[config.mk]
export PLATFORM = sky130hd
export DESIGN_NAME = tick_to_civil_date_time
export DESIGN_NICKNAME = d
export VERILOG_FILES = /design/src/sv/tcdt_pkg.sv /design/src/sv/tick_to_civil_date_time.sv
export VERILOG_INCLUDE_DIRS = /design/src /design/src/sv
export SDC_FILE = /design/constraint.sdc
export NUM_CORES = 2
export LEC_CHECK = 0
export BUFFER_PORTS_ARGS = -buffer_cell sky130_fd_sc_hd__buf_2
export CAP_MARGIN = 20
export CELL_PAD_IN_SITES_DETAIL_PLACEMENT = 0
export CELL_PAD_IN_SITES_GLOBAL_PLACEMENT = 2
export CORE_ASPECT_RATIO = 0.9
export CORE_MARGIN = 4
export CORE_UTILIZATION = 47
export CTS_CLUSTER_SIZE = 28
export DETAILED_ROUTE_END_ITERATION = 7
export PLACE_DENSITY = 0.94
export SLEW_MARGIN = 20
export SYNTH_ARGS = -nofsm -noshare
export SYNTH_HDL_FRONTEND = slang
export SYNTH_SLANG_ARGS = --single-unit
[constraint.sdc]
create_clock -name clk_i -period 34.8 [get_ports clk_i]
set_clock_uncertainty 0.2 [all_clocks]
set_input_delay 3.48 -clock clk_i [delete_from_list [all_inputs] [get_ports clk_i]]
set_output_delay 3.48 -clock clk_i [all_outputs]
set_load 0.02 [all_outputs]
[src/sv/tick_to_civil_date_time_macros.svh]
// Assertion macros shared by the tick-to-date converter.
`ifndef TICK_TO_CIVIL_DATE_TIME_MACROS_SVH
`define TICK_TO_CIVIL_DATE_TIME_MACROS_SVH

// Check that cons holds in the same cycle as ante.
`define TCDT_ASSERT_IMPLIES(lbl, ante, cons, msg) \
  lbl: assert property (@(posedge clk_i) disable iff (!rst_ni) (ante) |-> (cons)) \
    else $error(msg);

// Check that cons holds in the cycle after ante.
`define TCDT_ASSERT_NEXT(lbl, ante, cons, msg) \
  lbl: assert property (@(posedge clk_i) disable iff (!rst_ni) (ante) |=> (cons)) \
    else $error(msg);

`endif

[src/sv/tcdt_pkg.sv]
// Constants, types and lookup functions for the tick-to-date converter.
`default_nettype none

package tcdt_pkg;

  localparam int NumStages = 13;
  localparam int AddrW     = 3;

  // register index (paddr bit 2)
  localparam logic RegIdxEpoch = 1'b0;

  localparam logic [31:0] EpochReset = 32'd1767225600;
  localparam logic [19:0] DaysShift  = 20'd719468;
  localparam logic [19:0] DaysPerEra = 20'd146097;
  localparam logic [17:0] LastDoe    = 18'd146096;

  // Reciprocals: floor(x * R >> k) == floor(x / d) over the operand range used.
  localparam logic [29:0] Recip125  = 30'(((64'd1 << 36) + 64'd124) / 64'd125);
  localparam logic [26:0] Recip675  = 27'(((64'd1 << 36) + 64'd674) / 64'd675);
  localparam logic [17:0] Recip7    = 18'(((64'd1 << 20) + 64'd6) / 64'd7);
  localparam logic [13:0] Recip225  = 14'(((64'd1 << 21) + 64'd224) / 64'd225);
  localparam logic [20:0] RecipEra  = 21'(((64'd1 << 38) + 64'd146096) / 64'd146097);
  localparam logic [10:0] Recip15   = 11'(((64'd1 << 14) + 64'd14) / 64'd15);
  localparam logic [16:0] Recip365a = 17'(((64'd1 << 25) + 64'd364) / 64'd365);
  localparam logic [16:0] Recip9131 = 17'(((64'd1 << 30) + 64'd9130) / 64'd9131);
  localparam logic [18:0] Recip365b = 19'(((64'd1 << 27) + 64'd364) / 64'd365);
  localparam logic [7:0]  Recip25   = 8'(((64'd1 << 12) + 64'd24) / 64'd25);

  typedef struct packed {
    logic [2:0] wday;
    logic [4:0] hour;
    logic [5:0] minute;
    logic [5:0] second;
    logic [9:0] millis;
  } clock_t;

  // day 0 of the count is a Thursday
  function automatic logic [2:0] weekday_of(input logic [2:0] rem);
    logic [2:0] wd;
    case (rem)
      3'd0:    wd = 3'd4;
      3'd1:    wd = 3'd5;
      3'd2:    wd = 3'd6;
      3'd3:    wd = 3'd0;
      3'd4:    wd = 3'd1;
      3'd5:    wd = 3'd2;
      3'd6:    wd = 3'd3;
      default: wd = 3'd0;
    endcase
    return wd;
  endfunction

  // first day of each month in a March-based year
  function automatic logic [8:0] month_start(input logic [3:0] mp);
    logic [8:0] s;
    case (mp)
      4'd0:    s = 9'd0;
      4'd1:    s = 9'd31;
      4'd2:    s = 9'd61;
      4'd3:    s = 9'd92;
      4'd4:    s = 9'd122;
      4'd5:    s = 9'd153;
      4'd6:    s = 9'd184;
      4'd7:    s = 9'd214;
      4'd8:    s = 9'd245;
      4'd9:    s = 9'd275;
      4'd10:   s = 9'd306;
      4'd11:   s = 9'd337;
      default: s = 9'd0;
    endcase
    return s;
  endfunction

  // month index of a day of a March-based year
  function automatic logic [3:0] month_index(input logic [8:0] doy);
    logic [3:0] mp;
    mp = 4'd0;
    for (int k = 1; k < 12; k++) begin
      if (doy >= month_start(4'(k))) begin
        mp = 4'(k);
      end
    end
    return mp;
  endfunction

endpackage

`default_nettype wire

[src/sv/tick_to_civil_date_time.sv]
// Top level: pipelined conversion of a millisecond tick into calendar date and time.
//
//   channel   direction  handshake                      payload
//   -------   ---------  -----------------------------  -------------------------------
//   in        sink       in_valid_i / in_stall_o        tick_ms_i
//   out       source     out_valid_o / out_stall_i      year, month, day, weekday, time
//   apb       slave      psel/penable/pwrite/pready     epoch_seconds at byte address 0
//
// One request enters every cycle while the output is not stalled.
// The depth comes from the chain of reciprocal multiplies, at most one multiplier level per stage.
// A stall on the full output register freezes every stage at once and raises in_stall_o.
// Reset clears the stage valid bits and loads epoch_seconds with its reset value.
`default_nettype none

`include "tick_to_civil_date_time_macros.svh"

module tick_to_civil_date_time (
  input  wire logic                       clk_i,
  input  wire logic                       rst_ni,
  // request side
  input  wire logic                       in_valid_i,
  output logic                            in_stall_o,
  input  wire logic [31:0]                tick_ms_i,
  // result side
  output logic                            out_valid_o,
  input  wire logic                       out_stall_i,
  output logic [11:0]                     year_o,
  output logic [3:0]                      month_o,
  output logic [4:0]                      day_of_month_o,
  output logic [2:0]                      weekday_o,
  output logic [4:0]                      hour_o,
  output logic [5:0]                      minute_o,
  output logic [5:0]                      second_o,
  output logic [9:0]                      millis_o,
  // configuration port
  input  wire logic                       psel,
  input  wire logic                       penable,
  input  wire logic                       pwrite,
  input  wire logic [tcdt_pkg::AddrW-1:0] paddr,
  input  wire logic [31:0]                pwdata,
  output logic [31:0]                     prdata,
  output logic                            pready
);
  import tcdt_pkg::*;

  // ---------------------------------------------------------------------------
  // Configuration register
  // ---------------------------------------------------------------------------
  logic [31:0] epoch_q;
  logic        cfg_wr;

  assign pready = 1'b1;
  assign cfg_wr = psel && penable && pwrite && (paddr[2] == RegIdxEpoch);
  assign prdata = (paddr[2] == RegIdxEpoch) ? epoch_q : 32'd0;

  always_ff @(posedge clk_i or negedge rst_ni) begin
    if (!rst_ni) begin
      epoch_q <= EpochReset;
    end else if (cfg_wr) begin
      epoch_q <= pwdata;
    end
  end

  // ---------------------------------------------------------------------------
  // Pipeline control: all stages advance together unless the output is blocked
  // ---------------------------------------------------------------------------
  logic [NumStages-1:0] v_q;
  logic                 adv;

  assign adv         = !(v_q[NumStages-1] && out_stall_i);
  assign in_stall_o  = !adv;
  assign out_valid_o = v_q[NumStages-1];

  always_ff @(posedge clk_i or negedge rst_ni) begin
    if (!rst_ni) begin
      v_q <= '0;
    end else if (adv) begin
      v_q <= {v_q[NumStages-2:0], in_valid_i};
    end
  end

  // ---------------------------------------------------------------------------
  // Stage registers
  // ---------------------------------------------------------------------------
  // s1: tick / 1000 product
  logic [31:0] tick1_q;
  logic [58:0] p125_q, p125_d;
  // s2: whole seconds plus epoch
  logic [9:0]  millis2_q, millis2_d;
  logic [32:0] sec2_q, sec2_d;
  // s3: seconds / 86400 product
  logic [9:0]  millis3_q;
  logic [32:0] sec3_q;
  logic [52:0] p675_q, p675_d;
  // s4: days and time of day
  logic [9:0]  millis4_q;
  logic [16:0] days4_q, days4_d;
  logic [16:0] tod4_q, tod4_d;
  logic [19:0] shift4_q, shift4_d;
  // s5: products for weekday, hour and era
  logic [9:0]  millis5_q;
  logic [16:0] days5_q;
  logic [16:0] tod5_q;
  logic [19:0] shift5_q;
  logic [34:0] p7_q, p7_d;
  logic [26:0] p225_q, p225_d;
  logic [40:0] pera_q, pera_d;
  // s6: weekday, hour, era, day of era
  logic [9:0]  millis6_q;
  logic [2:0]  wday6_q, wday6_d;
  logic [4:0]  hour6_q, hour6_d;
  logic [11:0] remh6_q, remh6_d;
  logic [2:0]  era6_q, era6_d;
  logic [17:0] doe6_q, doe6_d;
  // s7: products for minute and leap corrections
  logic [9:0]  millis7_q;
  logic [2:0]  wday7_q;
  logic [4:0]  hour7_q;
  logic [11:0] remh7_q;
  logic [2:0]  era7_q;
  logic [17:0] doe7_q;
  logic [20:0] p15_q, p15_d;
  logic [32:0] p1460_q, p1460_d;
  logic [32:0] p9131_q, p9131_d;
  // s8: full clock, corrected day count
  clock_t      clk8_q, clk8_d;
  logic [2:0]  era8_q;
  logic [17:0] doe8_q;
  logic [17:0] num8_q, num8_d;
  // s9: year of era product
  clock_t      clk9_q;
  logic [2:0]  era9_q;
  logic [17:0] doe9_q;
  logic [36:0] py_q, py_d;
  // s10: year of era, base year
  clock_t      clk10_q;
  logic [17:0] doe10_q;
  logic [8:0]  yoe10_q, yoe10_d;
  logic [11:0] ybase10_q, ybase10_d;
  // s11: day count at start of year
  clock_t      clk11_q;
  logic [17:0] doe11_q;
  logic [11:0] ybase11_q;
  logic [17:0] y365_q, y365_d;
  logic [14:0] p25_q, p25_d;
  // s12: day of year
  clock_t      clk12_q;
  logic [11:0] ybase12_q;
  logic [8:0]  doy12_q, doy12_d;
  // s13: output register
  clock_t      clk13_q;
  logic [11:0] year_q, year_d;
  logic [3:0]  month_q, month_d;
  logic [4:0]  day_q, day_d;

  // ---------------------------------------------------------------------------
  // Stage logic
  // ---------------------------------------------------------------------------
  logic [22:0] q1000;
  logic [16:0] days_w;
  logic [14:0] q7;
  logic [2:0]  rem7;
  logic [4:0]  hour_w;
  logic [2:0]  era_w;
  logic [5:0]  min_w;
  logic [8:0]  yoe_w;
  logic [3:0]  mp_w;

  always_comb begin
    // s1: tick / 1000 == (tick >> 3) / 125
    p125_d = {30'd0, tick_ms_i[31:3]} * {29'd0, Recip125};

    // s2: split off milliseconds, add the epoch without wrapping
    q1000     = p125_q[58:36];
    millis2_d = 10'(tick1_q - 32'({9'd0, q1000} * 32'd1000));
    sec2_d    = {10'd0, q1000} + {1'b0, epoch_q};

    // s3: seconds / 86400 == (seconds >> 7) / 675
    p675_d = {27'd0, sec2_q[32:7]} * {26'd0, Recip675};

    // s4: days, time of day, day count shifted to the March-based origin
    days_w   = p675_q[52:36];
    days4_d  = days_w;
    tod4_d   = 17'(sec3_q - 33'({16'd0, days_w} * 33'd86400));
    shift4_d = {3'd0, days_w} + DaysShift;

    // s5: days / 7, (tod >> 4) / 225, shifted / 146097
    p7_d   = {18'd0, days4_q} * {17'd0, Recip7};
    p225_d = {14'd0, tod4_q[16:4]} * {13'd0, Recip225};
    pera_d = {21'd0, shift4_q} * {20'd0, RecipEra};

    // s6: weekday, hour, era and day of era
    q7      = p7_q[34:20];
    rem7    = 3'(days5_q - 17'({2'd0, q7} * 17'd7));
    wday6_d = weekday_of(rem7);
    hour_w  = p225_q[25:21];
    hour6_d = hour_w;
    remh6_d = 12'(tod5_q - 17'({12'd0, hour_w} * 17'd3600));
    era_w   = pera_q[40:38];
    era6_d  = era_w;
    doe6_d  = 18'(shift5_q - 20'({17'd0, era_w} * DaysPerEra));

    // s7: (remh >> 2) / 15, doe / 1460 and doe / 36524
    p15_d   = {11'd0, remh6_q[11:2]} * {10'd0, Recip15};
    p1460_d = {17'd0, doe6_q[17:2]} * {16'd0, Recip365a};
    p9131_d = {17'd0, doe6_q[17:2]} * {16'd0, Recip9131};

    // s8: minute and second; drop the leap days from the day of era
    min_w         = p15_q[19:14];
    clk8_d.wday   = wday7_q;
    clk8_d.hour   = hour7_q;
    clk8_d.minute = min_w;
    clk8_d.second = 6'(remh7_q - 12'({6'd0, min_w} * 12'd60));
    clk8_d.millis = millis7_q;
    num8_d = doe7_q - {10'd0, p1460_q[32:25]} + {15'd0, p9131_q[32:30]}
             - {17'd0, doe7_q == LastDoe};

    // s9: year of era == corrected count / 365
    py_d = {19'd0, num8_q} * {18'd0, Recip365b};

    // s10: year of era and base year
    yoe_w     = py_q[35:27];
    yoe10_d   = yoe_w;
    ybase10_d = {3'd0, yoe_w} + 12'({9'd0, era9_q} * 12'd400);

    // s11: days before this year, yoe / 100 == (yoe >> 2) / 25
    y365_d = 18'({9'd0, yoe10_q} * 18'd365) + {11'd0, yoe10_q[8:2]};
    p25_d  = {8'd0, yoe10_q[8:2]} * {7'd0, Recip25};

    // s12: day of year
    doy12_d = 9'(doe11_q - y365_q + {15'd0, p25_q[14:12]});

    // s13: month and day; January and February belong to the next year
    mp_w    = month_index(doy12_q);
    day_d   = 5'(doy12_q - month_start(mp_w) + 9'd1);
    month_d = (mp_w < 4'd10) ? (mp_w + 4'd3) : (mp_w - 4'd9);
    year_d  = ybase12_q + {11'd0, month_d <= 4'd2};
  end

  // payload registers hold while the pipeline is frozen
  always_ff @(posedge clk_i) begin
    if (adv) begin
      tick1_q   <= tick_ms_i;
      p125_q    <= p125_d;

      millis2_q <= millis2_d;
      sec2_q    <= sec2_d;

      millis3_q <= millis2_q;
      sec3_q    <= sec2_q;
      p675_q    <= p675_d;

      millis4_q <= millis3_q;
      days4_q   <= days4_d;
      tod4_q    <= tod4_d;
      shift4_q  <= shift4_d;

      millis5_q <= millis4_q;
      days5_q   <= days4_q;
      tod5_q    <= tod4_q;
      shift5_q  <= shift4_q;
      p7_q      <= p7_d;
      p225_q    <= p225_d;
      pera_q    <= pera_d;

      millis6_q <= millis5_q;
      wday6_q   <= wday6_d;
      hour6_q   <= hour6_d;
      remh6_q   <= remh6_d;
      era6_q    <= era6_d;
      doe6_q    <= doe6_d;

      millis7_q <= millis6_q;
      wday7_q   <= wday6_q;
      hour7_q   <= hour6_q;
      remh7_q   <= remh6_q;
      era7_q    <= era6_q;
      doe7_q    <= doe6_q;
      p15_q     <= p15_d;
      p1460_q   <= p1460_d;
      p9131_q   <= p9131_d;

      clk8_q    <= clk8_d;
      era8_q    <= era7_q;
      doe8_q    <= doe7_q;
      num8_q    <= num8_d;

      clk9_q    <= clk8_q;
      era9_q    <= era8_q;
      doe9_q    <= doe8_q;
      py_q      <= py_d;

      clk10_q   <= clk9_q;
      doe10_q   <= doe9_q;
      yoe10_q   <= yoe10_d;
      ybase10_q <= ybase10_d;

      clk11_q   <= clk10_q;
      doe11_q   <= doe10_q;
      ybase11_q <= ybase10_q;
      y365_q    <= y365_d;
      p25_q     <= p25_d;

      clk12_q   <= clk11_q;
      ybase12_q <= ybase11_q;
      doy12_q   <= doy12_d;

      clk13_q   <= clk12_q;
      year_q    <= year_d;
      month_q   <= month_d;
      day_q     <= day_d;
    end
  end

  // ---------------------------------------------------------------------------
  // Outputs
  // ---------------------------------------------------------------------------
  assign year_o         = year_q;
  assign month_o        = month_q;
  assign day_of_month_o = day_q;
  assign weekday_o      = clk13_q.wday;
  assign hour_o         = clk13_q.hour;
  assign minute_o       = clk13_q.minute;
  assign second_o       = clk13_q.second;
  assign millis_o       = clk13_q.millis;

  // ---------------------------------------------------------------------------
  // Assertions
  // ---------------------------------------------------------------------------
  `TCDT_ASSERT_IMPLIES(a_backpressure, out_valid_o && out_stall_i, in_stall_o, "request taken while output blocked")
  `TCDT_ASSERT_NEXT(a_accept_enters, in_valid_i && !in_stall_o, v_q[0], "accepted request missing from first stage")
  `TCDT_ASSERT_IMPLIES(a_date_range, out_valid_o, (month_o != 4'd0) && (month_o <= 4'd12) && (day_of_month_o != 5'd0) && (weekday_o <= 3'd6), "date field out of range")
  `TCDT_ASSERT_IMPLIES(a_clock_range, out_valid_o, (hour_o < 5'd24) && (minute_o < 6'd60) && (second_o < 6'd60) && (millis_o < 10'd1000), "time field out of range")

endmodule

`default_nettype wire
==> flow_metrics.tcl <==
set metrics [dict create \
    viasPerCell 4.98 \
    period_share_pct 29.8 \
    wl_um 152000 \
    worstPathRequired_ps 35020 \
    r2r_setup_slack_ps 27390 \
    start_util_pct 47.6 \
    hold_violations 0 \
    max_freq_mhz 96.6 \
    grt_max_degree 165 \
    vias 44300 \
    synth_cell_type_count 81 \
    syn_nets 9148 \
    syn_avg_cell_area_um2 12.0 \
    overflow 0 \
    crit_path_end_kind "flop" \
    setup_viol 0 \
    clock-sinks 723 \
    hold_path_class "reg2reg" \
    r2r-end "p675_q[52]" \
    drive_gt1_share_pct 5.75 \
    wire_per_inst_um 17.1 \
    rsz0062_at_grt "no" \
    holdWs_ps 188 \
    io_pins 160 \
    cts-resized-gates 0 \
    startpoint "tick_ms_i[13]" \
    fillers 14100 \
    ys_ff_latch 723 \
    final_common_cell "inv_1" \
    ant_nets 0 \
    die_y_um 393 \
    yosys_warnings 0 \
    min-delay-start "doe6_q[1]" \
    arrival_ps 10570 \
    hold_buffers 0 \
    period_needed_ps 10360 \
    worstReg2RegStart "sec2_q[25]" \
    syn-cell-area_um2 77400 \
    hold_depth 0 \
    path_clk_slew_ps 60 \
    htreeDepth 3 \
    cts_made_buffers 82 \
    holdPathEnd "doe7_q[1]" \
    drc_errors 0 \
    io_buffers 156 \
    path_max_fanout 11 \
    clockRootBuffer "clkbuf_16" \
    grt_pass1_vias 48300 \
    first_iter_violations 1885 \
    rows 140 \
    cts_setup_buffers 0 \
    start_kind "input port" \
    worst-setup-path-type "in2reg" \
    postLayoutCoreUtil_pct 51.5 \
    post-dp-hpwl_um 126000 \
    cts_tree "built" \
    clk_latency_ps 720 \
    dieArea_um2 171000 \
    worst_pin_slew_ps 1100 \
    relSlewSlack_pct 25.8 \
    die_w_um 436 \
    nNetsFinal 9396 \
    grt_pass1_wl_um 254000 \
    clk_path_buf_depth 3 \
    core_area_um2 163000 \
    async_flop_share_pct 6.22 \
    dr.pass1.iters 6 \
    antenna_found_initial 6 \
    max_cap_viol_count 0 \
    routabilityCongestion 0.892 \
    layout_common_cells "1,689 x inv_1, 1,645 x ha_1, 980 x fa_1, 678 x edfxtp_1, 194 x a21oi_1" \
    status "complete, no violations" \
    ys_seq_area_share_pct 27.8 \
    fin_setup_tns_ps 0 \
    synth-edff-count 678 \
    postSynthCellCount 6449 \
    grtUsageTotal_pct 18.6 \
    rr_worst_depth 22 \
    synthFlopType "edfxtp_1" \
    area_delta_synth_final_pct 8.28 \
    final-max-slew-violation-count 0 \
]
-- synthesized netlist by cell type (all sizes together) (22+ instances only) --
cell type	n	area (um^2)
nor2b	72	450
and3	24	150
a211oi	23	178
inv	1689	6340
o21a	22	165
nand2	98	368
xnor2	191	1670
o21bai	43	323
fa	980	19600
nand4	25	156
o21ai	106	531
ha	1645	20600
a21o	93	698
nand3	47	235
xor2	70	613
nand2b	22	138
nor3	33	165
dfrtp	32	801
edfxtp	678	20400
mux2	45	507
a21oi	197	997
nor2	98	368
-- sequential cells by signal (all words and copies together) (netlist names), 13 cells and up --
register  cells
p675_q       17
v_q          13
clk12_q      30
p125_q       23
doe6_q       18
shift4_q     17
clk10_q      30
clk11_q      30
tod4_q       17
clk8_q       30
shift5_q     16
days4_q      17
sec2_q       33
epoch_q      32
clk9_q       30
doe7_q       18
sec3_q       17
num8_q       18
-- critical path: stages --
cell,delay [ps]
buf_2,410
ha_1,350
fa_1,410
fa_1,490
inv_1,50
fa_1,480
inv_1,50
fa_1,480
fa_1,510
fa_1,490
inv_1,50
fa_1,470
inv_1,40
ha_1,340
nand4_1,200
nor4_1,310
o21ai_0,450
o2111ai_2,520
nand4_1,170
a31oi_1,320
a21oi_1,160
o21bai_1,220
xor2_1,100
-- through the flow --
stage               area, um^2  instances  setup WS (ps)
finish                   83800       8893          24440
global route             83800       8893          24200
CTS                      83800       8892          24570
detailed placement       81000       8743          23830
global placement         81000       8743          23900
floorplan                77400       6449           5810
-- cell families after synthesis --
group                    Yosys count  share of synthesized area (%)
buffers and inverters           1703                           8.27
XOR/XNOR                         261                           2.95
multiplexers                      49                          0.707
AO/OA/AOI/OAI                    605                           5.12
flip-flops                       723                           27.8
other                              1                        0.00485
adder cells (fa/ha/maj)         2625                           52.0
AND/OR/NAND/NOR                  482                           3.21
-- cell type report --
type | instances | area (um^2) | area share [%]
Multi-Input combinational cell | 4023 | 49500 | 59.1
Timing Repair Buffer | 178 | 961 | 1.15
Inverter | 1689 | 6340 | 7.57
Tap cell | 2130 | 2670 | 3.18
Antenna cell | 1 | 2.50 | 0.00299
Clock inverter | 44 | 614 | 0.733
Sequential cell | 723 | 21500 | 25.7
Clock buffer | 105 | 2210 | 2.64
-- layer usage --
layer	up-vias	GRT usage, %	wire length (um)
li1	21600	-	-
met1	21800	24.8	69000
met2	636	32.1	73700
met3	196	3.20	6260
met4	4	3.96	3360
met5	-	0	25
-- how the worst max path moves through the flow --
stage          slack, ps          to
3_3_place_gp       23900  p125_q[57]
5_1_grt            24200  p125_q[57]
6_report           24440  p125_q[57]
4_1_cts            24570  p125_q[57]
2_1_floorplan       5810  in_stall_o
3_5_place_dp       23830  p125_q[57]
Power is left out: the tool's default activity adds up to more than one toggle a clock period on the data nets, which glitch-free logic cannot reach.
